## config.mk

```make
export PLATFORM = sky130hd
export DESIGN_NAME = nec_ir_frame_transmitter
export DESIGN_NICKNAME = d
export VERILOG_FILES = /design/src/hw/rtl/nectx_pkg.sv /design/src/hw/rtl/nectx_engine.sv /design/src/hw/rtl/nec_ir_frame_transmitter.sv
export SDC_FILE = /design/constraint.sdc
export NUM_CORES = 1
export LEC_CHECK = 0
export ABC_AREA = 0
export BUFFER_PORTS_ARGS = -buffer_cell sky130_fd_sc_hd__buf_2
export CELL_PAD_IN_SITES_DETAIL_PLACEMENT = 0
export CELL_PAD_IN_SITES_GLOBAL_PLACEMENT = 1
export CORE_AREA = 2 2 126 128
export CTS_CLUSTER_DIAMETER = 100
export DETAILED_ROUTE_END_ITERATION = 10
export DIE_AREA = 0 0 128 130
export PLACE_DENSITY_LB_ADDON = 0.1
export SYNTH_ARGS = -nofsm -noshare
export SYNTH_HDL_FRONTEND = slang
export SYNTH_SLANG_ARGS = --single-unit
```

## constraint.sdc

```tcl
create_clock -name clock -period 7.4 [get_ports clock]
set_input_delay 1.85 -clock clock [delete_from_list [all_inputs] [get_ports clock]]
set_output_delay 1.85 -clock clock [all_outputs]
set_load 0.01 [all_outputs]
```

## src/hw/rtl/nectx_pkg.sv

```systemverilog
// ----------------------------------------------------------------------------
// nectx_pkg
// Shared constants, types and helpers for the NEC IR frame transmitter.
// ----------------------------------------------------------------------------
package nectx_pkg;

   // Interval counter width and configuration register width
   localparam int COUNT_WIDTH = 24;
   localparam int CFG_WIDTH   = 24;
   localparam int CSR_IDX_W   = 2;

   // Configuration register indexes
   localparam logic [CSR_IDX_W-1:0] CSR_LEADER_MARK  = 2'd0;
   localparam logic [CSR_IDX_W-1:0] CSR_LEADER_SPACE = 2'd1;
   localparam logic [CSR_IDX_W-1:0] CSR_UNIT         = 2'd2;

   // Reset values of the timing registers
   localparam logic [CFG_WIDTH-1:0] RST_LEADER_MARK  = 24'd360000;
   localparam logic [CFG_WIDTH-1:0] RST_LEADER_SPACE = 24'd180000;
   localparam logic [CFG_WIDTH-1:0] RST_UNIT         = 24'd22720;

   // Frame slots
   localparam int SLOT_W = 3;
   localparam logic [SLOT_W-1:0] SLOT_MARK      = 3'd0;
   localparam logic [SLOT_W-1:0] SLOT_SPACE     = 3'd1;
   localparam logic [SLOT_W-1:0] SLOT_ADDR      = 3'd2;
   localparam logic [SLOT_W-1:0] SLOT_ADDR_INV  = 3'd3;
   localparam logic [SLOT_W-1:0] SLOT_DATA      = 3'd4;
   localparam logic [SLOT_W-1:0] SLOT_DATA_INV  = 3'd5;
   localparam logic [SLOT_W-1:0] SLOT_BURST     = 3'd6;

   // Request kinds (req_tuser)
   localparam logic REQ_TICK  = 1'b0;
   localparam logic REQ_START = 1'b1;

   // Timing registers as seen by the frame engine
   typedef struct packed {
      logic [CFG_WIDTH-1:0] leader_mark;
      logic [CFG_WIDTH-1:0] leader_space;
      logic [CFG_WIDTH-1:0] unit;
   } timing_cfg_type;

   // One result item, ir_gate in the lowest bit
   typedef struct packed {
      logic start_rejected;
      logic frame_done;
      logic busy_res;
      logic ir_gate;
   } result_type;

   localparam int RSP_DATA_W = 8;
   localparam int RESULT_W   = $bits(result_type);

   // Byte sent in a given byte slot
   function automatic logic [7:0] byte_for_slot(input logic [SLOT_W-1:0] slot,
                                                input logic [7:0] address,
                                                input logic [7:0] data);
      logic [7:0] b;
      case (slot)
         SLOT_ADDR:     b = address;
         SLOT_ADDR_INV: b = ~address;
         SLOT_DATA:     b = data;
         default:       b = ~data;
      endcase
      return b;
   endfunction

endpackage

```

## src/hw/rtl/nectx_engine.sv

```systemverilog
// ----------------------------------------------------------------------------
// nectx_engine
// Frame sequencer: updates the frame state once per accepted transaction and
// presents the result of that transaction combinationally.
// ----------------------------------------------------------------------------
module nectx_engine (
   input  logic                     clock,
   input  logic                     reset,
   input  logic                     step,
   input  logic                     req_kind,
   input  logic [7:0]               frame_address,
   input  logic [7:0]               frame_data,
   input  nectx_pkg::timing_cfg_type cfg,
   output nectx_pkg::result_type    result
);

   logic [nectx_pkg::SLOT_W-1:0]      slot_ff, slot_in;
   logic [nectx_pkg::COUNT_WIDTH-1:0] count_ff, count_in;
   logic [7:0]                        shift_ff, shift_in;
   logic [2:0]                        bitpos_ff, bitpos_in;
   logic                              cur_bit_ff, cur_bit_in;
   logic [1:0]                        units_ff, units_in;
   logic [7:0]                        addr_ff, addr_in;
   logic [7:0]                        data_ff, data_in;
   logic                              gate_ff, gate_in;
   logic                              active_ff, active_in;
   logic                              done, rejected;

   logic [7:0]                        shifted;
   logic [2:0]                        bitpos_next;
   logic [nectx_pkg::SLOT_W-1:0]      slot_next;
   logic [7:0]                        next_byte;
   logic [1:0]                        last_unit;

   assign shifted     = {shift_ff[6:0], 1'b0};
   assign bitpos_next = bitpos_ff + 3'd1;
   assign slot_next   = slot_ff + 3'd1;
   assign next_byte   = nectx_pkg::byte_for_slot(slot_next, addr_ff, data_ff);
   assign last_unit   = cur_bit_ff ? 2'd3 : 2'd1;

   // Next-state logic for one transaction
   always_comb begin
      slot_in    = slot_ff;
      count_in   = count_ff;
      shift_in   = shift_ff;
      bitpos_in  = bitpos_ff;
      cur_bit_in = cur_bit_ff;
      units_in   = units_ff;
      addr_in    = addr_ff;
      data_in    = data_ff;
      gate_in    = gate_ff;
      active_in  = active_ff;
      done       = 1'b0;
      rejected   = 1'b0;

      if (req_kind == nectx_pkg::REQ_START) begin
         if (active_ff) begin
            rejected = 1'b1;
         end else begin
            addr_in    = frame_address;
            data_in    = frame_data;
            active_in  = 1'b1;
            slot_in    = nectx_pkg::SLOT_MARK;
            shift_in   = 8'd0;
            bitpos_in  = 3'd0;
            cur_bit_in = 1'b0;
            units_in   = 2'd0;
            count_in   = nectx_pkg::COUNT_WIDTH'(cfg.leader_mark);
            gate_in    = 1'b1;
         end
      end else if (active_ff) begin
         if (count_ff > nectx_pkg::COUNT_WIDTH'(1)) begin
            count_in = count_ff - nectx_pkg::COUNT_WIDTH'(1);
         end else if (slot_ff == nectx_pkg::SLOT_MARK) begin
            slot_in  = nectx_pkg::SLOT_SPACE;
            count_in = nectx_pkg::COUNT_WIDTH'(cfg.leader_space);
            gate_in  = 1'b0;
         end else if (slot_ff == nectx_pkg::SLOT_SPACE) begin
            slot_in    = nectx_pkg::SLOT_ADDR;
            shift_in   = next_byte;
            bitpos_in  = 3'd0;
            cur_bit_in = next_byte[7];
            units_in   = 2'd0;
            count_in   = nectx_pkg::COUNT_WIDTH'(cfg.unit);
            gate_in    = 1'b1;
         end else if (slot_ff >= nectx_pkg::SLOT_BURST) begin
            // final burst over: frame ends
            slot_in   = nectx_pkg::SLOT_MARK;
            count_in  = '0;
            gate_in   = 1'b0;
            active_in = 1'b0;
            done      = 1'b1;
         end else if (units_ff != last_unit) begin
            // off units of the current bit
            units_in = units_ff + 2'd1;
            count_in = nectx_pkg::COUNT_WIDTH'(cfg.unit);
            gate_in  = 1'b0;
         end else begin
            // bit finished
            shift_in  = shifted;
            bitpos_in = bitpos_next;
            units_in  = 2'd0;
            count_in  = nectx_pkg::COUNT_WIDTH'(cfg.unit);
            gate_in   = 1'b1;
            if (bitpos_next != 3'd0) begin
               cur_bit_in = shifted[7];
            end else if (slot_ff == nectx_pkg::SLOT_DATA_INV) begin
               slot_in = nectx_pkg::SLOT_BURST;
            end else begin
               slot_in    = slot_next;
               shift_in   = next_byte;
               cur_bit_in = next_byte[7];
            end
         end
      end
   end

   // Result of this transaction reflects the updated state
   always_comb begin
      result.ir_gate        = gate_in;
      result.busy_res       = active_in;
      result.frame_done     = done;
      result.start_rejected = rejected;
   end

   // State registers
   always_ff @(posedge clock) begin
      if (reset) begin
         slot_ff    <= nectx_pkg::SLOT_MARK;
         count_ff   <= '0;
         shift_ff   <= 8'd0;
         bitpos_ff  <= 3'd0;
         cur_bit_ff <= 1'b0;
         units_ff   <= 2'd0;
         addr_ff    <= 8'd0;
         data_ff    <= 8'd0;
         gate_ff    <= 1'b0;
         active_ff  <= 1'b0;
      end else if (step) begin
         slot_ff    <= slot_in;
         count_ff   <= count_in;
         shift_ff   <= shift_in;
         bitpos_ff  <= bitpos_in;
         cur_bit_ff <= cur_bit_in;
         units_ff   <= units_in;
         addr_ff    <= addr_in;
         data_ff    <= data_in;
         gate_ff    <= gate_in;
         active_ff  <= active_in;
      end
   end

endmodule

```

## src/hw/rtl/nec_ir_frame_transmitter.sv

```systemverilog
// ----------------------------------------------------------------------------
// nec_ir_frame_transmitter
// NEC-style IR frame transmitter driving a carrier gate, one result per
// request transaction.
// ----------------------------------------------------------------------------
// Usage:
//   Each req transaction is one time step. req_tuser = 0 means one clock tick
//   passes; req_tuser = 1 starts a frame with the address and data bytes in
//   req_tdata (ignored and flagged start_rejected while a frame is running).
//   Every request yields exactly one rsp transaction carrying ir_gate,
//   busy_res, frame_done and start_rejected after that step.
//   Timing registers (leader mark, leader space, unit length, in ticks) are
//   written through csr_we / csr_index / csr_wdata; index 3 is ignored.
// Throughput:
//   One request is accepted every cycle while the skid entry is empty; the
//   frame state update is a single combinational pass (24-bit compare and
//   decrement) into the state flops.
// Reset:
//   Synchronous reset idles the sequencer with the gate off, empties the
//   output stages and loads the timing registers with 360000/180000/22720.
// Stall:
//   An output register plus one skid entry absorb a stalled receiver;
//   req_tready drops only when both hold results.
// ----------------------------------------------------------------------------
module nec_ir_frame_transmitter (
   input  logic                               clock,
   input  logic                               reset,
   // request channel
   input  logic                               req_tvalid,
   output logic                               req_tready,
   input  logic [15:0]                        req_tdata,  // [7:0] frame_address, [15:8] frame_data
   input  logic                               req_tuser,  // [0] req_type
   // result channel
   output logic                               rsp_tvalid,
   input  logic                               rsp_tready,
   output logic [nectx_pkg::RSP_DATA_W-1:0]   rsp_tdata,  // [0] ir_gate, [1] busy_res,
                                                          // [2] frame_done, [3] start_rejected
   // configuration
   input  logic                               csr_we,
   input  logic [nectx_pkg::CSR_IDX_W-1:0]    csr_index,
   input  logic [nectx_pkg::CFG_WIDTH-1:0]    csr_wdata
);

   nectx_pkg::timing_cfg_type cfg_ff;
   nectx_pkg::result_type     result;
   nectx_pkg::result_type     out_data_ff, out_data_in;
   nectx_pkg::result_type     skid_data_ff, skid_data_in;
   logic                      out_valid_ff, out_valid_in;
   logic                      skid_valid_ff, skid_valid_in;
   logic                      req_accept;
   logic                      rsp_take;

   assign req_tready = ~skid_valid_ff;
   assign req_accept = req_tvalid & req_tready;
   assign rsp_tvalid = out_valid_ff;
   assign rsp_take   = out_valid_ff & rsp_tready;
   assign rsp_tdata  = {{(nectx_pkg::RSP_DATA_W - nectx_pkg::RESULT_W){1'b0}}, out_data_ff};

   // Timing registers
   always_ff @(posedge clock) begin
      if (reset) begin
         cfg_ff.leader_mark  <= nectx_pkg::RST_LEADER_MARK;
         cfg_ff.leader_space <= nectx_pkg::RST_LEADER_SPACE;
         cfg_ff.unit         <= nectx_pkg::RST_UNIT;
      end else if (csr_we) begin
         unique case (csr_index)
            nectx_pkg::CSR_LEADER_MARK:  cfg_ff.leader_mark  <= csr_wdata;
            nectx_pkg::CSR_LEADER_SPACE: cfg_ff.leader_space <= csr_wdata;
            nectx_pkg::CSR_UNIT:         cfg_ff.unit         <= csr_wdata;
            default: ;
         endcase
      end
   end

   // Frame sequencer
   nectx_engine u_engine (
      .clock         (clock),
      .reset         (reset),
      .step          (req_accept),
      .req_kind      (req_tuser),
      .frame_address (req_tdata[7:0]),
      .frame_data    (req_tdata[15:8]),
      .cfg           (cfg_ff),
      .result        (result)
   );

   // Output register with skid entry
   always_comb begin
      out_valid_in  = out_valid_ff;
      out_data_in   = out_data_ff;
      skid_valid_in = skid_valid_ff;
      skid_data_in  = skid_data_ff;
      if (rsp_take) begin
         if (skid_valid_ff) begin
            out_data_in   = skid_data_ff;
            skid_valid_in = 1'b0;
         end else begin
            out_valid_in = req_accept;
            out_data_in  = result;
         end
      end else if (req_accept) begin
         if (!out_valid_ff) begin
            out_valid_in = 1'b1;
            out_data_in  = result;
         end else begin
            skid_valid_in = 1'b1;
            skid_data_in  = result;
         end
      end
   end

   always_ff @(posedge clock) begin
      if (reset) begin
         out_valid_ff  <= 1'b0;
         skid_valid_ff <= 1'b0;
      end else begin
         out_valid_ff  <= out_valid_in;
         skid_valid_ff <= skid_valid_in;
      end
   end

   always_ff @(posedge clock) begin
      out_data_ff  <= out_data_in;
      skid_data_ff <= skid_data_in;
   end

endmodule

```

==> metrics.md <==
| Metric | Value |
|---|---|
| Row cnt | `46` |
| Die width | `128 um` |
| Req. time, crit path | `7.76 ns` |
| LEAKAGE | `3.02 nW` |
| Fraction of layout instances using a drive strength above 1 | `12.3%` |
| Resize count post-CTS | `0` |
| CTS Buffer Depth | `2` |
| Slew Viols, Final | `0` |
| Sink Count | `140` |
| Final net count | `991` |
| Peak VDD IR | `0.000190 V` |
| Clk_skew | `0.0114 ns` |
| Routed vias | `6,811` |
| Setup repair bufs after CTS | `0` |
| PortBufs | `53` |
| Rel. slew slack | `14.4%` |
| Largest net degree at the start of global routing | `81` |
| 1st-pass router iterations | `8` |
| Vias in the first global route | `6,152` |
| Final Setup Violations | `0` |
| Crit-path max FO | `47` |
| Routability cong. | `0.866` |
| RSZ-0062 raised after global routing | `no` |
| Clock transition at path regs | `0.06 ns` |
| Fmax | `207 MHz` |
| Worst-skew pair later-pin latency | `0.43 ns` |
| Drt total wl | `21,500 um` |
| Drt wl/cell | `19.0 um` |
| Setup TNS | `0 ns` |
| N_diodes | `0` |
| DP Area | `0.00742 mm^2` |
| Power, Total | `0.00202 W` |
| Crit start category | `primary input` |
| Global-route wire length before repair | `33,800 um` |
| Final Hold Fails | `0` |
| Root buffer cell | `clkbuf_16` |
| FFs w/ async S/R, synth | `0%` |
| Total CTS buffers | `17` |
| Tcrit/Tclk final | `65.2%` |
| Final non-filler cell total | `1,134` |
| Slew @ Worst Pin | `1.28 ns` |
| Initial DRC count | `644` |
| Area added between synthesis and finish | `12.1%` |
| CTS Hold Bufs | `0` |
| Dpl cells | `1,103` |
| HP Class | `flop to flop` |
| CP Class | `primary input to flop` |
| ANT nets after route | `0` |
| Outcome | `finished, final reports clean` |
| Synthesized cell area | `0.00715 mm^2` |
| Io pins | `58` |
| Data arrival time of the worst path | `5.18 ns` |
| Sequential cell area fraction in the yosys report | `40.3%` |
| Max_cap viols | `0` |
| Synth Instances | `917` |
| Yosys cell types | `73` |
| Detail Placement HPWL | `14,200 um` |
| # H-tree levels | `4` |
| CORE AREA | `0.0154 mm^2` |
| Yosys reg bits | `140` |
| DIE AREA | `0.0166 mm^2` |
| GRT Util Overall | `26.4%` |
| Initial Util | `46.3%` |
| Hold Slack | `0.456 ns` |
| Initial antenna violation count | `0` |
| Most used flip-flop cell after synthesis | `dfxtp_1` |
| Final Cell Area | `0.00802 mm^2` |
| Total gr overflow | `0` |
| CTS tree | `yes` |
| Post-layout minimum cycle time | `4.83 ns` |
| Avg Inst Size Synth | `7.80 um^2` |
| Critical Path Sink Type | `flop` |
| Yosys Warn Count | `0` |
| Via density | `6.01` |
| Drt drc | `0` |
| Post-synth EDFFs | `8` |
| Die H | `130 um` |
| Pwr/cell area | `252 mW/mm^2` |
[per-layer routing]
metal  track usage (%)  vias to the layer above  share of wire [%]
met5                 0                        -                  0
met4              7.76                        0                1.2
met3              5.86                       20                7.8
met2              38.1                      247                 43
met1              39.3                     3261                 48
li1                  -                     3283                  -
[logic make-up (layout without fill, tap and decap cells)]
kind of cell,after synthesis,in the layout,synth area share [%]
AOI/OAI and AO/OA,252,252,23.0
and+or+nand+nor,390,390,25.2
other,1,4,0.0525
DFF,140,140,40.3
xor gates and xnor gates,17,17,2.08
buffers and inverters,96,118,5.76
muxes,8,8,1.28
adders and majority gates,13,13,2.28
[final timing paths]
| check | to | depth (start not counted) | start | slack, ns |
|---|---|---|---|---|
| max | u_engine.units_ff[1] | 9 | req_tuser | 2.57 |
| min | cfg_ff[42] | 2 | cfg_ff[42] | 0.46 |
| max reg2reg | u_engine.shift_ff[3] | 5 | u_engine.count_ff[6] | 4.30 |
| min reg2reg | cfg_ff[42] | 2 | cfg_ff[42] | 0.46 |
[layout by cell type, fill, tap and decap left out, drive strengths merged, types with 4 or more instances in the layout]
cell type    n
a41oi        9
a221oi       5
a21oi      106
nand4        8
nor4         7
o21ai       31
o31ai        8
edfxtp       8
nand3       49
and3         7
o22ai        4
or4          7
a22oi        4
clkbuf      18
inv         30
mux2         6
clkinv       4
nor2        49
a31oi        6
nand2b       4
ha          13
xor2        10
a2111oi      4
o32ai        7
a211o        5
nand2      218
conb         4
nor3        16
dfxtp      132
buf         61
a211oi      15
o211ai      19
xnor2        7
[report_power, final]
part           internal [W]  switching, W  total, W
Sequential         0.000798     0.0000358  0.000834
Clock              0.000531      0.000340  0.000870
Combinational      0.000108      0.000204  0.000312
Total               0.00144      0.000579   0.00202
[Yosys cell counts (6+ instances only)]
master	n	share of area [%]
o31ai_1	7	0.74
or4_1	7	0.74
nor2_1	48	2.5
dfxtp_1	132	37
buf_2	8	0.56
xnor2_1	7	0.86
o21ai_0	28	2.0
clkbuf_1	47	2.5
nand2_1	217	11
and3_1	7	0.61
a211oi_1	15	1.6
buf_1	7	0.37
a21oi_1	105	7.4
nor3_1	14	0.98
xor2_1	10	1.2
o32ai_1	7	0.86
nand3_1	49	3.4
inv_1	26	1.4
edfxtp_1	8	3.4
a31oi_1	6	0.53
a41oi_1	9	1.1
ha_1	13	2.3
o211ai_1	19	2.0
nand4_1	7	0.61
[state kept, by name, indices dropped and copies added, names as in the netlist, 2 cells and up]
name,flops
cfg_ff,72
u_engine.count_ff,24
u_engine.addr_ff,8
u_engine.data_ff,8
u_engine.shift_ff,7
rsp_tdata,4
skid_data_ff,4
u_engine.bitpos_ff,3
u_engine.slot_ff,3
u_engine.units_ff,2
[final cells by class]
class | count | area [um^2]
inverters | 26 | 97.6
well taps | 192 | 240
multi-input cells | 684 | 3870
repair buffers | 61 | 328
clock inverters | 13 | 165
fillers | 1499 | 7410
flip-flops and latches | 140 | 2880
clock buffers | 18 | 429
[metrics by stage]
step / utilization [%] / worst slack (ns)
floorplan: - / 3.32
global placement: 48.1 / 2.29
detailed placement: 48.1 / 2.20
CTS: 52.0 / 2.64
global route: 52.0 / 2.36
finish: 52.0 / 2.57
[critical path: stages]
cell and delay (ns):
buf_2 0.69, inv_1 0.64, ha_1 0.50, nand3b_1 0.38
buf_4 0.37, nor2_1 0.22, nand4b_1 0.11, or3_1 0.31
o21ai_0 0.07
No activity file was read; power rests on OpenSTA's default activity.
